### src/sv/epmc_pkg.sv
`timescale 1ns / 1ps

package epmc_pkg;

    // Default width of the position and goal counters
    localparam int POSITION_BITS_DEF = 16;

    // Configuration port shape
    localparam int CFG_INDEX_BITS = 3;
    localparam int CFG_DATA_BITS  = 16;

    // Field widths
    localparam int SPAN_BITS       = 17;
    localparam int EDGE_TIMER_BITS = 12;
    localparam int RPT_TIMER_BITS  = 11;
    localparam int PCT_BITS        = 7;

    localparam logic [PCT_BITS-1:0] PCT_FULL = 7'd100;

    // Operation codes
    localparam logic [1:0] OP_TICK   = 2'd0;
    localparam logic [1:0] OP_TARGET = 2'd1;
    localparam logic [1:0] OP_LOAD   = 2'd2;

    // Reported drive state codes
    localparam logic [1:0] RS_DOWN = 2'd0;
    localparam logic [1:0] RS_UP   = 2'd1;
    localparam logic [1:0] RS_STOP = 2'd2;

    // Register indexes
    localparam logic [CFG_INDEX_BITS-1:0] CFG_MIN_POS    = 3'd0;
    localparam logic [CFG_INDEX_BITS-1:0] CFG_MAX_POS    = 3'd1;
    localparam logic [CFG_INDEX_BITS-1:0] CFG_THRESHOLD  = 3'd2;
    localparam logic [CFG_INDEX_BITS-1:0] CFG_EDGE_WIN   = 3'd3;
    localparam logic [CFG_INDEX_BITS-1:0] CFG_SENSOR_OFF = 3'd4;
    localparam logic [CFG_INDEX_BITS-1:0] CFG_REPORT_INT = 3'd5;
    localparam logic [CFG_INDEX_BITS-1:0] CFG_DEADBAND   = 3'd6;

    typedef struct packed {
        logic [1:0]         operation;
        logic [11:0]        sensor_sample;
        logic [6:0]         target_percent;
        logic signed [15:0] load_current;
        logic signed [15:0] load_target;
    } t_in;

    typedef struct packed {
        logic               motor_a;
        logic               motor_b;
        logic               sensor_enable;
        logic               report_valid;
        logic [6:0]         report_percent;
        logic [1:0]         report_state;
        logic               accepted;
        logic signed [15:0] current_position;
        logic signed [15:0] target_position;
        logic               persist;
    } t_out;

    typedef struct packed {
        logic signed [15:0] min_position;
        logic signed [15:0] max_position;
        logic [11:0]        sensor_threshold;
        logic [11:0]        edge_window_ms;
        logic [11:0]        sensor_off_ms;
        logic [10:0]        report_interval_ms;
        logic [7:0]         deadband;
    } t_cfg;

endpackage

### src/sv/epmc_cfg.sv
`timescale 1ns / 1ps

module epmc_cfg (
    input  logic                                i_clk,
    input  logic                                i_rst_n,
    input  logic                                i_cfg_valid,
    output logic                                o_cfg_ready,
    input  logic [epmc_pkg::CFG_INDEX_BITS-1:0] i_cfg_index,
    input  logic [epmc_pkg::CFG_DATA_BITS-1:0]  i_cfg_data,
    output epmc_pkg::t_cfg                      o_cfg
);
    import epmc_pkg::*;

    t_cfg r_cfg;

    // Ready when out of reset; the user changes configuration only while idle, unenforced
    assign o_cfg_ready = i_rst_n;
    assign o_cfg       = r_cfg;

    // Update the addressed register on each transfer
    always_ff @(posedge i_clk) begin
        if (!i_rst_n) begin
            r_cfg.min_position       <= 16'sd0;
            r_cfg.max_position       <= 16'sd100;
            r_cfg.sensor_threshold   <= 12'd100;
            r_cfg.edge_window_ms     <= 12'd1000;
            r_cfg.sensor_off_ms      <= 12'd2000;
            r_cfg.report_interval_ms <= 11'd1000;
            r_cfg.deadband           <= 8'd1;
        end else if (i_cfg_valid) begin
            case (i_cfg_index)
                CFG_MIN_POS:    r_cfg.min_position       <= $signed(i_cfg_data);
                CFG_MAX_POS:    r_cfg.max_position       <= $signed(i_cfg_data);
                CFG_THRESHOLD:  r_cfg.sensor_threshold   <= i_cfg_data[11:0];
                CFG_EDGE_WIN:   r_cfg.edge_window_ms     <= i_cfg_data[11:0];
                CFG_SENSOR_OFF: r_cfg.sensor_off_ms      <= i_cfg_data[11:0];
                CFG_REPORT_INT: r_cfg.report_interval_ms <= i_cfg_data[10:0];
                CFG_DEADBAND:   r_cfg.deadband           <= i_cfg_data[7:0];
                default: begin
                end
            endcase
        end
    end

endmodule

### src/sv/epmc_div.sv
`timescale 1ns / 1ps

module epmc_div #(
    parameter int N_BITS = 26,
    parameter int D_BITS = 17
) (
    input  logic              i_clk,
    input  logic              i_rst_n,
    input  logic              i_start,
    input  logic [N_BITS-1:0] i_dividend,
    input  logic [D_BITS-1:0] i_divisor,
    output logic              o_done,
    output logic [N_BITS-1:0] o_quotient
);
    localparam int CNT_BITS = $clog2(N_BITS + 1);

    logic [N_BITS-1:0]   r_quo;
    logic [D_BITS-1:0]   r_rem;
    logic [D_BITS-1:0]   r_div;
    logic [CNT_BITS-1:0] r_cnt;
    logic                r_busy;
    logic                r_done;
    logic [D_BITS:0]     w_trial;
    logic [D_BITS:0]     w_diff;

    // Shift in the next dividend bit and trial-subtract the divisor
    assign w_trial = {r_rem, r_quo[N_BITS-1]};
    assign w_diff  = w_trial - {1'b0, r_div};

    assign o_done     = r_done;
    assign o_quotient = r_quo;

    // Restoring division, one quotient bit per cycle
    always_ff @(posedge i_clk) begin
        if (!i_rst_n) begin
            r_busy <= 1'b0;
            r_done <= 1'b0;
            r_cnt  <= '0;
        end else begin
            // Flag the cycle after the last quotient bit
            r_done <= r_busy && !i_start && (r_cnt == CNT_BITS'(1));
            if (i_start) begin
                r_quo  <= i_dividend;
                r_rem  <= '0;
                r_div  <= i_divisor;
                r_cnt  <= CNT_BITS'(N_BITS);
                r_busy <= 1'b1;
            end else if (r_busy) begin
                if (!w_diff[D_BITS]) begin
                    r_rem <= w_diff[D_BITS-1:0];
                    r_quo <= {r_quo[N_BITS-2:0], 1'b1};
                end else begin
                    r_rem <= w_trial[D_BITS-1:0];
                    r_quo <= {r_quo[N_BITS-2:0], 1'b0};
                end
                r_cnt <= r_cnt - CNT_BITS'(1);
                if (r_cnt == CNT_BITS'(1)) begin
                    r_busy <= 1'b0;
                end
            end
        end
    end

endmodule

### src/sv/encoder_position_motor_controller.sv
`timescale 1ns / 1ps
// Ticks, target requests and loads share one restoring divider that yields one quotient
// bit per cycle. One item is handled at a time: the input stalls until the previous
// result is in the output register. Reset (synchronous, active low) restores registers,
// clears both counts, stops the motor, saturates timers.
module encoder_position_motor_controller #(
    parameter int POSITION_BITS = epmc_pkg::POSITION_BITS_DEF
) (
    input  logic                                i_clk,
    input  logic                                i_rst_n,
    input  logic                                i_in_valid,
    output logic                                o_in_stall,
    input  epmc_pkg::t_in                       i_in_data,
    output logic                                o_out_valid,
    input  logic                                i_out_stall,
    output epmc_pkg::t_out                      o_out_data,
    input  logic                                i_cfg_valid,
    output logic                                o_cfg_ready,
    input  logic [epmc_pkg::CFG_INDEX_BITS-1:0] i_cfg_index,
    input  logic [epmc_pkg::CFG_DATA_BITS-1:0]  i_cfg_data
);
    import epmc_pkg::*;

    localparam int PB    = POSITION_BITS;
    localparam int WB    = (PB > 16) ? PB : 16;
    localparam int XW    = WB + 1;
    localparam int NUMW  = XW + 8;
    localparam int NW    = NUMW + 1;
    localparam int ERR_W = PB + 1;

    localparam int COUNT_HALF = 100;
    localparam int COUNT_DIV  = 200;

    localparam logic signed [PB-1:0] POS_MIN = {1'b1, {(PB-1){1'b0}}};
    localparam logic signed [PB-1:0] POS_MAX = {1'b0, {(PB-1){1'b1}}};
    localparam logic signed [PB-1:0] POS_ONE = {{(PB-1){1'b0}}, 1'b1};

    typedef enum logic [3:0] {
        S_IDLE, S_ERR, S_EDGE, S_ERR2, S_PX, S_PN, S_PDIV, S_WAIT,
        S_PFIN, S_C1, S_C2, S_C3, S_CFIN, S_CDEC, S_LOAD, S_OUT
    } t_state;

    function automatic logic signed [NUMW-1:0] times100(input logic signed [NUMW-1:0] v);
        return (v <<< 6) + (v <<< 5) + (v <<< 2);
    endfunction

    t_cfg w_cfg;

    t_state                      r_state;
    t_in                         r_in;
    logic signed [PB-1:0]        r_pos;
    logic signed [PB-1:0]        r_goal;
    logic signed [PB-1:0]        r_ng;
    logic                        r_moving;
    logic                        r_level;
    logic                        r_down;
    logic                        r_sensor_on;
    logic                        r_line_a;
    logic                        r_line_b;
    logic [EDGE_TIMER_BITS-1:0]  r_ms_edge;
    logic [RPT_TIMER_BITS-1:0]   r_ms_rep;
    logic [PCT_BITS-1:0]         r_last;
    logic signed [ERR_W-1:0]     r_err;
    logic signed [XW-1:0]        r_x;
    logic signed [SPAN_BITS-1:0] r_span;
    logic signed [NUMW-1:0]      r_num;
    logic                        r_pzero;
    logic                        r_rep;
    logic                        r_acc;
    logic                        r_persist;
    t_out                        r_out;
    logic                        r_out_valid;

    logic                        n_moving;
    logic                        n_level;
    logic                        n_down;
    logic                        n_sensor_on;
    logic [EDGE_TIMER_BITS-1:0]  n_ms_edge;
    logic [RPT_TIMER_BITS-1:0]   n_ms_rep;
    logic signed [PB-1:0]        n_pos;
    logic                        n_persist;

    logic signed [ERR_W-1:0]     w_db;
    logic                        w_above;
    logic                        w_below;
    logic                        w_far;
    logic                        w_level;
    logic signed [PB-1:0]        w_src;
    logic [PCT_BITS-1:0]         w_pct_req;
    logic [SPAN_BITS-1:0]        w_abs_span;
    logic [NUMW-1:0]             w_abs_num;
    logic                        w_pskip;
    logic                        w_div_start;
    logic [NW-1:0]               w_div_n;
    logic [SPAN_BITS-1:0]        w_div_d;
    logic                        w_div_done;
    logic [NW-1:0]               w_quo;
    logic [PCT_BITS-1:0]         w_pct;
    logic signed [NW:0]          w_cval;
    logic signed [PB-1:0]        w_ng;
    logic signed [XW-1:0]        w_lc;
    logic signed [XW-1:0]        w_lt;
    logic signed [PB-1:0]        w_lc_sat;
    logic signed [PB-1:0]        w_lt_sat;
    logic signed [WB-1:0]        w_pos_ext;
    logic signed [WB-1:0]        w_goal_ext;
    logic [1:0]                  w_rstate;

    epmc_cfg u_cfg (
        .i_clk       (i_clk),
        .i_rst_n     (i_rst_n),
        .i_cfg_valid (i_cfg_valid),
        .o_cfg_ready (o_cfg_ready),
        .i_cfg_index (i_cfg_index),
        .i_cfg_data  (i_cfg_data),
        .o_cfg       (w_cfg)
    );

    epmc_div #(
        .N_BITS (NW),
        .D_BITS (SPAN_BITS)
    ) u_div (
        .i_clk      (i_clk),
        .i_rst_n    (i_rst_n),
        .i_start    (w_div_start),
        .i_dividend (w_div_n),
        .i_divisor  (w_div_d),
        .o_done     (w_div_done),
        .o_quotient (w_quo)
    );

    assign o_in_stall  = !i_rst_n || (r_state != S_IDLE);
    assign o_out_valid = r_out_valid;
    assign o_out_data  = r_out;

    // Compare the registered error goal - position against the deadband
    assign w_db    = $signed({{(ERR_W-8){1'b0}}, w_cfg.deadband});
    assign w_above = r_err > w_db;
    assign w_below = r_err < -w_db;
    assign w_far   = w_above || w_below;
    assign w_level = r_in.sensor_sample > w_cfg.sensor_threshold;

    // Tick update: timers, start/stop, sensor power, edge counting
    always_comb begin
        n_ms_edge   = (r_ms_edge != '1) ? r_ms_edge + EDGE_TIMER_BITS'(1) : r_ms_edge;
        n_ms_rep    = (r_ms_rep != '1) ? r_ms_rep + RPT_TIMER_BITS'(1) : r_ms_rep;
        n_moving    = r_moving;
        n_sensor_on = r_sensor_on;
        n_level     = r_level;
        n_down      = r_down;
        n_pos       = r_pos;
        n_persist   = 1'b0;
        if (!r_moving && w_far) begin
            n_moving    = 1'b1;
            n_sensor_on = 1'b1;
            n_level     = w_level;
            n_ms_edge   = '0;
            n_down      = !(r_err > $signed(ERR_W'(0)));
        end else if (r_moving && !w_far) begin
            n_moving = 1'b0;
        end
        if (!n_moving && n_ms_edge > w_cfg.sensor_off_ms) begin
            n_sensor_on = 1'b0;
        end
        if (w_level != n_level && n_ms_edge < w_cfg.edge_window_ms) begin
            if (n_down) begin
                if (r_pos != POS_MIN) n_pos = r_pos - POS_ONE;
            end else begin
                if (r_pos != POS_MAX) n_pos = r_pos + POS_ONE;
            end
            n_level   = w_level;
            n_ms_edge = '0;
            n_persist = 1'b1;
        end
    end

    // Percent source: the goal while arrived, else and for a load the position
    assign w_src     = (r_in.operation == OP_LOAD || w_far) ? r_pos : r_goal;
    assign w_pct_req = (r_in.target_percent > PCT_FULL) ? PCT_FULL : r_in.target_percent;

    // Divider operands: rounded quotient as (2n + d) / 2d
    always_comb begin
        w_abs_span = r_span[SPAN_BITS-1] ? SPAN_BITS'(-r_span) : SPAN_BITS'(r_span);
        w_abs_num  = r_num[NUMW-1] ? NUMW'(-r_num) : NUMW'(r_num);
        if (r_in.operation == OP_TARGET) begin
            w_div_n = {w_abs_num, 1'b0} + NW'(COUNT_HALF);
            w_div_d = SPAN_BITS'(COUNT_DIV);
        end else begin
            w_div_n = {r_num, 1'b0} + NW'(w_abs_span);
            w_div_d = {w_abs_span[SPAN_BITS-2:0], 1'b0};
        end
    end

    assign w_pskip     = r_pzero || r_num[NUMW-1] || (r_num == '0);
    assign w_div_start = (r_state == S_PDIV && !w_pskip) || (r_state == S_C3);

    // Clamp the percent quotient
    assign w_pct = r_pzero ? '0 : ((w_quo > NW'(PCT_FULL)) ? PCT_FULL : w_quo[PCT_BITS-1:0]);

    // Signed count from the quotient, saturated to the counter range
    assign w_cval = r_num[NUMW-1] ? -$signed({1'b0, w_quo}) : $signed({1'b0, w_quo});
    assign w_ng   = ((&w_cval[NW:PB-1]) || !(|w_cval[NW:PB-1])) ? w_cval[PB-1:0]
                  : (w_cval[NW] ? POS_MIN : POS_MAX);

    // Saturate loaded counts
    assign w_lc     = XW'($signed(r_in.load_current));
    assign w_lt     = XW'($signed(r_in.load_target));
    assign w_lc_sat = ((&w_lc[XW-1:PB-1]) || !(|w_lc[XW-1:PB-1])) ? w_lc[PB-1:0]
                    : (w_lc[XW-1] ? POS_MIN : POS_MAX);
    assign w_lt_sat = ((&w_lt[XW-1:PB-1]) || !(|w_lt[XW-1:PB-1])) ? w_lt[PB-1:0]
                    : (w_lt[XW-1] ? POS_MIN : POS_MAX);

    assign w_pos_ext  = WB'(r_pos);
    assign w_goal_ext = WB'(r_goal);
    assign w_rstate   = r_line_a ? RS_UP : (r_line_b ? RS_DOWN : RS_STOP);

    // Sequencer, controller state and output register
    always_ff @(posedge i_clk) begin
        if (!i_rst_n) begin
            r_state     <= S_IDLE;
            r_pos       <= '0;
            r_goal      <= '0;
            r_moving    <= 1'b0;
            r_level     <= 1'b0;
            r_down      <= 1'b0;
            r_sensor_on <= 1'b0;
            r_line_a    <= 1'b0;
            r_line_b    <= 1'b0;
            r_ms_edge   <= '1;
            r_ms_rep    <= '1;
            r_last      <= '0;
            r_out_valid <= 1'b0;
        end else begin
            // Raise valid when a result is loaded, drop it once transferred
            if (r_state == S_OUT && (!r_out_valid || !i_out_stall)) begin
                r_out_valid <= 1'b1;
            end else if (!i_out_stall) begin
                r_out_valid <= 1'b0;
            end
            case (r_state)
                S_IDLE: begin
                    if (i_in_valid) begin
                        r_in      <= i_in_data;
                        r_rep     <= 1'b0;
                        r_acc     <= 1'b0;
                        r_persist <= 1'b0;
                        r_pzero   <= 1'b0;
                        case (i_in_data.operation)
                            OP_TICK:   r_state <= S_ERR;
                            OP_TARGET: r_state <= S_ERR;
                            OP_LOAD:   r_state <= S_LOAD;
                            default:   r_state <= S_OUT;
                        endcase
                    end
                end
                S_ERR: begin
                    r_err   <= ERR_W'(r_goal) - ERR_W'(r_pos);
                    r_state <= (r_in.operation == OP_TICK) ? S_EDGE : S_C1;
                end
                S_EDGE: begin
                    r_ms_edge   <= n_ms_edge;
                    r_ms_rep    <= n_ms_rep;
                    r_moving    <= n_moving;
                    r_sensor_on <= n_sensor_on;
                    r_level     <= n_level;
                    r_down      <= n_down;
                    r_pos       <= n_pos;
                    r_persist   <= n_persist;
                    r_state     <= S_ERR2;
                end
                S_ERR2: begin
                    r_err   <= ERR_W'(r_goal) - ERR_W'(r_pos);
                    r_state <= S_PX;
                end
                S_PX: begin
                    if (r_in.operation == OP_TICK) begin
                        r_line_a <= w_above;
                        r_line_b <= w_below;
                    end
                    r_x     <= XW'(w_src) - XW'(w_cfg.min_position);
                    r_span  <= SPAN_BITS'(w_cfg.max_position) - SPAN_BITS'(w_cfg.min_position);
                    r_state <= S_PN;
                end
                S_PN: begin
                    // Flip the sign for a reversed span
                    if (r_span[SPAN_BITS-1]) r_num <= -times100(NUMW'(r_x));
                    else r_num <= times100(NUMW'(r_x));
                    r_pzero <= (r_span == '0);
                    r_state <= S_PDIV;
                end
                S_PDIV: begin
                    if (w_pskip) begin
                        r_pzero <= 1'b1;
                        r_state <= S_PFIN;
                    end else begin
                        r_state <= S_WAIT;
                    end
                end
                S_WAIT: begin
                    if (w_div_done) begin
                        r_state <= (r_in.operation == OP_TARGET) ? S_CFIN : S_PFIN;
                    end
                end
                S_PFIN: begin
                    if (r_in.operation == OP_LOAD) begin
                        r_last <= w_pct;
                        r_rep  <= 1'b1;
                    end else if (r_ms_rep > w_cfg.report_interval_ms && r_last != w_pct) begin
                        r_last   <= w_pct;
                        r_ms_rep <= '0;
                        r_rep    <= 1'b1;
                    end
                    r_state <= S_OUT;
                end
                S_C1: begin
                    r_span  <= SPAN_BITS'(w_cfg.max_position) - SPAN_BITS'(w_cfg.min_position);
                    r_num   <= times100(NUMW'(w_cfg.min_position));
                    r_state <= S_C2;
                end
                S_C2: begin
                    r_num   <= r_num + NUMW'(r_span) * $signed(NUMW'(w_pct_req));
                    r_state <= S_C3;
                end
                S_C3: begin
                    r_state <= S_WAIT;
                end
                S_CFIN: begin
                    r_ng    <= w_ng;
                    r_state <= S_CDEC;
                end
                S_CDEC: begin
                    // Drop a request that would reverse a running motor; stop at the position
                    if (w_far && ((r_err > $signed(ERR_W'(0))) != (r_ng > r_pos))) begin
                        r_goal <= r_pos;
                        r_acc  <= 1'b0;
                    end else begin
                        r_goal <= r_ng;
                        r_acc  <= 1'b1;
                    end
                    r_state <= S_OUT;
                end
                S_LOAD: begin
                    r_pos     <= w_lc_sat;
                    r_goal    <= w_lt_sat;
                    r_persist <= 1'b1;
                    r_state   <= S_PX;
                end
                S_OUT: begin
                    // Hold until the output register is free
                    if (!r_out_valid || !i_out_stall) begin
                        r_out.motor_a          <= r_line_a;
                        r_out.motor_b          <= r_line_b;
                        r_out.sensor_enable    <= r_sensor_on;
                        r_out.report_valid     <= r_rep;
                        r_out.report_percent   <= r_last;
                        r_out.report_state     <= w_rstate;
                        r_out.accepted         <= r_acc;
                        r_out.current_position <= w_pos_ext[15:0];
                        r_out.target_position  <= w_goal_ext[15:0];
                        r_out.persist          <= r_persist;
                        r_state                <= S_IDLE;
                    end
                end
                default: r_state <= S_IDLE;
            endcase
        end
    end

endmodule

### config.mk
export PLATFORM = sky130hd
export DESIGN_NAME = encoder_position_motor_controller
export DESIGN_NICKNAME = d
export VERILOG_FILES = /design/src/sv/epmc_pkg.sv /design/src/sv/epmc_cfg.sv /design/src/sv/epmc_div.sv /design/src/sv/encoder_position_motor_controller.sv
export SDC_FILE = /design/constraint.sdc
export NUM_CORES = 2
export LEC_CHECK = 0
export ABC_AREA = 1
export BUFFER_PORTS_ARGS = -buffer_cell sky130_fd_sc_hd__buf_2
export CORE_ASPECT_RATIO = 1.4
export CORE_MARGIN = 8
export CORE_UTILIZATION = 30
export CTS_BUF_LIST = sky130_fd_sc_hd__clkbuf_16
export DETAILED_ROUTE_END_ITERATION = 8
export GPL_ROUTABILITY_DRIVEN = 0
export PLACE_DENSITY = 0.42
export SLEW_MARGIN = 0
export SYNTH_ARGS = -nofsm -noshare
export SYNTH_HDL_FRONTEND = slang
export SYNTH_SLANG_ARGS = --single-unit
### constraint.sdc
create_clock -name i_clk -period 13.17 [get_ports i_clk]
set_input_delay 1.317 -clock i_clk [delete_from_list [all_inputs] [get_ports i_clk]]
set_output_delay 1.317 -clock i_clk [all_outputs]
set_load 0.01 [all_outputs]
==> results summary <==
The maximum buffer depth of the clock tree came out at 3. In this run the tool buffered the top-level ports with 126 buffer cells. The slew at the pin closest to its max-slew limit is 1.09 ns. For this design the static power due to leakage is 17.3 nW. The design area is 37100 sq um. The share of the cycle needed by the critical path after routing came out at 0.495. The sequential-to-total area share from yosys stat is 0.330. The first-iteration detailed-routing DRC count came out at 1331. Leaving out fill and tap cells, the most frequent cell in the layout is nand2_1. The data required time at the worst endpoint is 13.53 ns. The vias after detailed routing is 27.1k. The kind of path behind the tightest hold check is reg -> reg. The critical path's most frequent cell is inv_1. The top cell types in the final layout, fill and taps aside, are 771 x nand2_1, 688 x inv_1, 357 x nor2_1, 346 x a21oi_1, 278 x ha_1. Setup repair after global routing left no endpoint under its margin.

The slowest stage of the critical path belongs to the cell edfxtp_1. The number of gates resized after CTS was 0. The critical path contains buffers and inverters numbering 7 combined. The number of diodes added for antenna fixing came out at 0. The worst hold path begins at r_persist$_DFFE_PP_. In the final routed layout, each cell accounts on average for 19.1 microns. Of all nets on the critical path, the largest fanout is 18. The number of H-tree branching levels came out at 2. The flow ran to the end, and the final reports show no timing, DRC or antenna violations. The number of global-route vias before repair is 27.6k. The initial antenna violation count was 0. In this run the critical register-to-register path is launched from r_in[37]$_DFFE_PP_. The remaining number of nets flagged by the antenna check after routing came out at 0. The final worst slack came out at 6.65 ns. The I/O pin count is 127. The relative slew slack is 0.272. The worst endpoint data arrival time is 6.87 ns. Tracing the worst setup path back leads to its startpoint at r_in[37]$_DFFE_PP_.

The worst setup path is launched from a register. The number of nets in the synthesized netlist is 4636. The delay of the slowest critical-path stage is 0.74 ns. The average footprint of a synthesized cell came out at 8.07 sq um. The worst min-delay path endpoint is o_out_data[0]$_DFFE_PP_.

The clock tree from TritonCTS is built. The count of buffers added by post-CTS timing repair for setup came out at 0. The xor and xnor fraction of the mapped netlist area came out at 0.0533.

Dividing the detail-routed via count by the number of cells gives 4.73. The number of nets in the final layout came out at 4730. The sum of negative setup slack is 0 ns. Global routing finished with a remaining overflow of 0. The clock transition time at the flip-flop clock pins of the worst setup and hold paths came out at 0.07 ns.

The number of synthesized register bits is 422. The count of final hold-check violations came out at 0. In this run the critical register-to-register path is captured at r_num[22]$_DFFE_PP_. The simple logic cell fraction of the synthesized area came out at 0.196.

The die extent in y came out at 410 microns. The power per unit of standard cell area is 211 nW/um^2. Once placement finished, the instance area stood at 35500 sq um.

The count of mapped cells out of synthesis came out at 4128. Of the total synthesized cell area, the portion taken by full adders, half adders and majority gates is 0.196. Across the run, the number of max-cap violations was 0. The count of clock tree sinks is 422.

The worst reg-to-reg path cell count is 26. The wire length after detailed routing came out at 109000 microns. The kind of cell with the highest combined delay on the critical path is adder cells. The estimated wirelength of the detail-placed design is 86000 microns.

The timing-limited maximum frequency is 153 MHz. The share of post-route cells with drive strength above 1 is 0.0795. The worst setup slack for register-to-register paths came out at 6.65 ns.

Among all flip-flop cells after synthesis, the most frequent one is edfxtp_1. The number of enable-type register cells in the synthesized netlist came out at 255. Counting instances, the worst hold path has a depth of 0. The core box area came out at 110000 sq um. Subtracting the final worst setup slack from the clock period gives 6.52 ns. The clock reaches the later pin of the worst-skew pair after 0.64 ns. By startpoint and endpoint, the worst setup path is classified as reg -> reg. The initial utilization of the core area, before any placement, comes to 0.302.

The total of warnings raised by yosys came out at 0. The share of async-settable or async-resettable flops after synthesis came out at 0. The post-route clock skew came out at 0.0358 ns. By area, the combinational part of the netlist is dominated by adder cells. The chip width is 298 microns. The site row count is 144. The final number of max-transition violations came to 0. The TritonCTS buffer count came out at 50. STA classifies the critical path endpoint as a register. Across every metal layer, demand over resource in global routing totals 0.175. The first-pass detailed-route iteration total came out at 5.

In this run the clock root is driven by a clkbuf_16. The portion of synthesized area spent on multiplexers is 0.000601. The count of cell types in the netlist came out at 69. The synthesized-area fraction occupied by ao, oa, aoi and oai cells is 0.131.

The total setup violations reported at the end of the flow is 0. Counting the fill cells in the layout gives 11.6k. The number of hold-repair buffers added at the cts stage is 0. Compared with the post-synthesis result, the final layout area differs by 11.5%.

After synthesis the cells add up to 33300 sq um. Across the VDD grid, the largest voltage drop is 0.143 mV. The DRC violations left is 0. The global-route wire length before repair came out at 166000 microns. Timing analysis after detailed placement gives a worst setup slack of 6.69 ns. The die covers 122000 sq um. Entering global routing, the biggest net connects 104 pins.
[through the flow]
stage / util / total power [mW] / std cells / hold slack, ns
global route: 0.337 / 8.65 / 5723 / 0.466
detailed placement: 0.323 / 6.54 / 5630 / 0.414
floorplan: - / 5.22 / 4128 / 0.400
CTS: 0.337 / 7.97 / 5723 / 0.445
global placement: 0.323 / 6.54 / 5630 / 0.413
finish: 0.337 / 7.85 / 5723 / 0.439
[flip-flops by register name, summed over array words and instances, names as in the netlist, 17 cells and up]
name	count
o_out_data	47
r_err	17
r_in	21
r_num	25
r_span	17
r_x	17
u_cfg.o_cfg	87
u_div.o_quotient	26
u_div.r_rem	17
[layout make-up]
cell class	instances	area [sq um]	share of cell area
clock buffers	53	1330	0.0357
clock inverters	40	262	0.00705
inverters	679	2550	0.0687
multi-input cells	2911	19300	0.519
flip-flops and latches	422	11000	0.296
well taps	1460	1830	0.0492
repair buffers	158	873	0.0235
[logic make-up (layout without fill, tap and decap cells)]
family / Yosys count / count (layout)
AND/OR/NAND/NOR: 1500 / 1500
buffers and inverters: 795 / 930
AO/OA/AOI/OAI: 778 / 778
adder cells (fa/ha/maj): 431 / 431
flip-flops: 422 / 422
XOR/XNOR: 200 / 200
multiplexers: 2 / 2
[cell usage after synthesis, types with 13 or more instances]
library cell    n  area share
nand2_1       771       0.087
edfxtp_1      255        0.23
a211oi_1       18      0.0041
nor2_1        361       0.041
xor2_1        140       0.037
clkbuf_1       89       0.010
inv_1         664       0.075
nand4_1        34      0.0064
a31oi_1        31      0.0058
nor4_1         22      0.0041
xnor2_1        57       0.015
dfxtp_1       167        0.10
nor3_1         56      0.0084
a21oi_1       347       0.052
nand2_2        15      0.0028
o21ai_0       229       0.034
o211ai_1       41      0.0092
ha_1          278        0.10
or2_2          13      0.0024
nand3_1       157       0.024
nand3b_1       14      0.0032
o21bai_1       24      0.0054
fa_1          153       0.092
o21ai_1        19      0.0029
[per-layer routing]
| metal | wire length (microns) | up-vias | part of all wire | global-route usage |
|---|---|---|---|---|
| met5 | 0 | - | 0 | 0 |
| met4 | 4040 | 0 | 0.037 | 0.0616 |
| met3 | 3160 | 129 | 0.029 | 0.0174 |
| met2 | 58000 | 391 | 0.53 | 0.336 |
| met1 | 44200 | 12800 | 0.40 | 0.199 |
| li1 | - | 13800 | - | - |
[worst max path at each step]
| stage | to | slack [ns] | cells after the start |
|---|---|---|---|
| after floorplan | r_num[22]$_DFFE_PP_ | 7.56 | 26 |
| after global placement | r_num[22]$_DFFE_PP_ | 6.67 | 26 |
| after detailed placement | r_num[22]$_DFFE_PP_ | 6.69 | 26 |
| after CTS | r_num[22]$_DFFE_PP_ | 6.64 | 26 |
| after global routing | r_num[22]$_DFFE_PP_ | 6.11 | 25 |
| final | r_num[22]$_DFFE_PP_ | 6.65 | 26 |
[report_power, final]
group	leakage, nW	switching (mW)	total, mW	internal (mW)
sequential	3.68	0.220	1.87	1.65
combinational	12.8	2.96	4.61	1.65
clock	0.857	0.617	1.37	0.749
total	17.3	3.80	7.85	4.05
(Power assumes the default switching activity.)
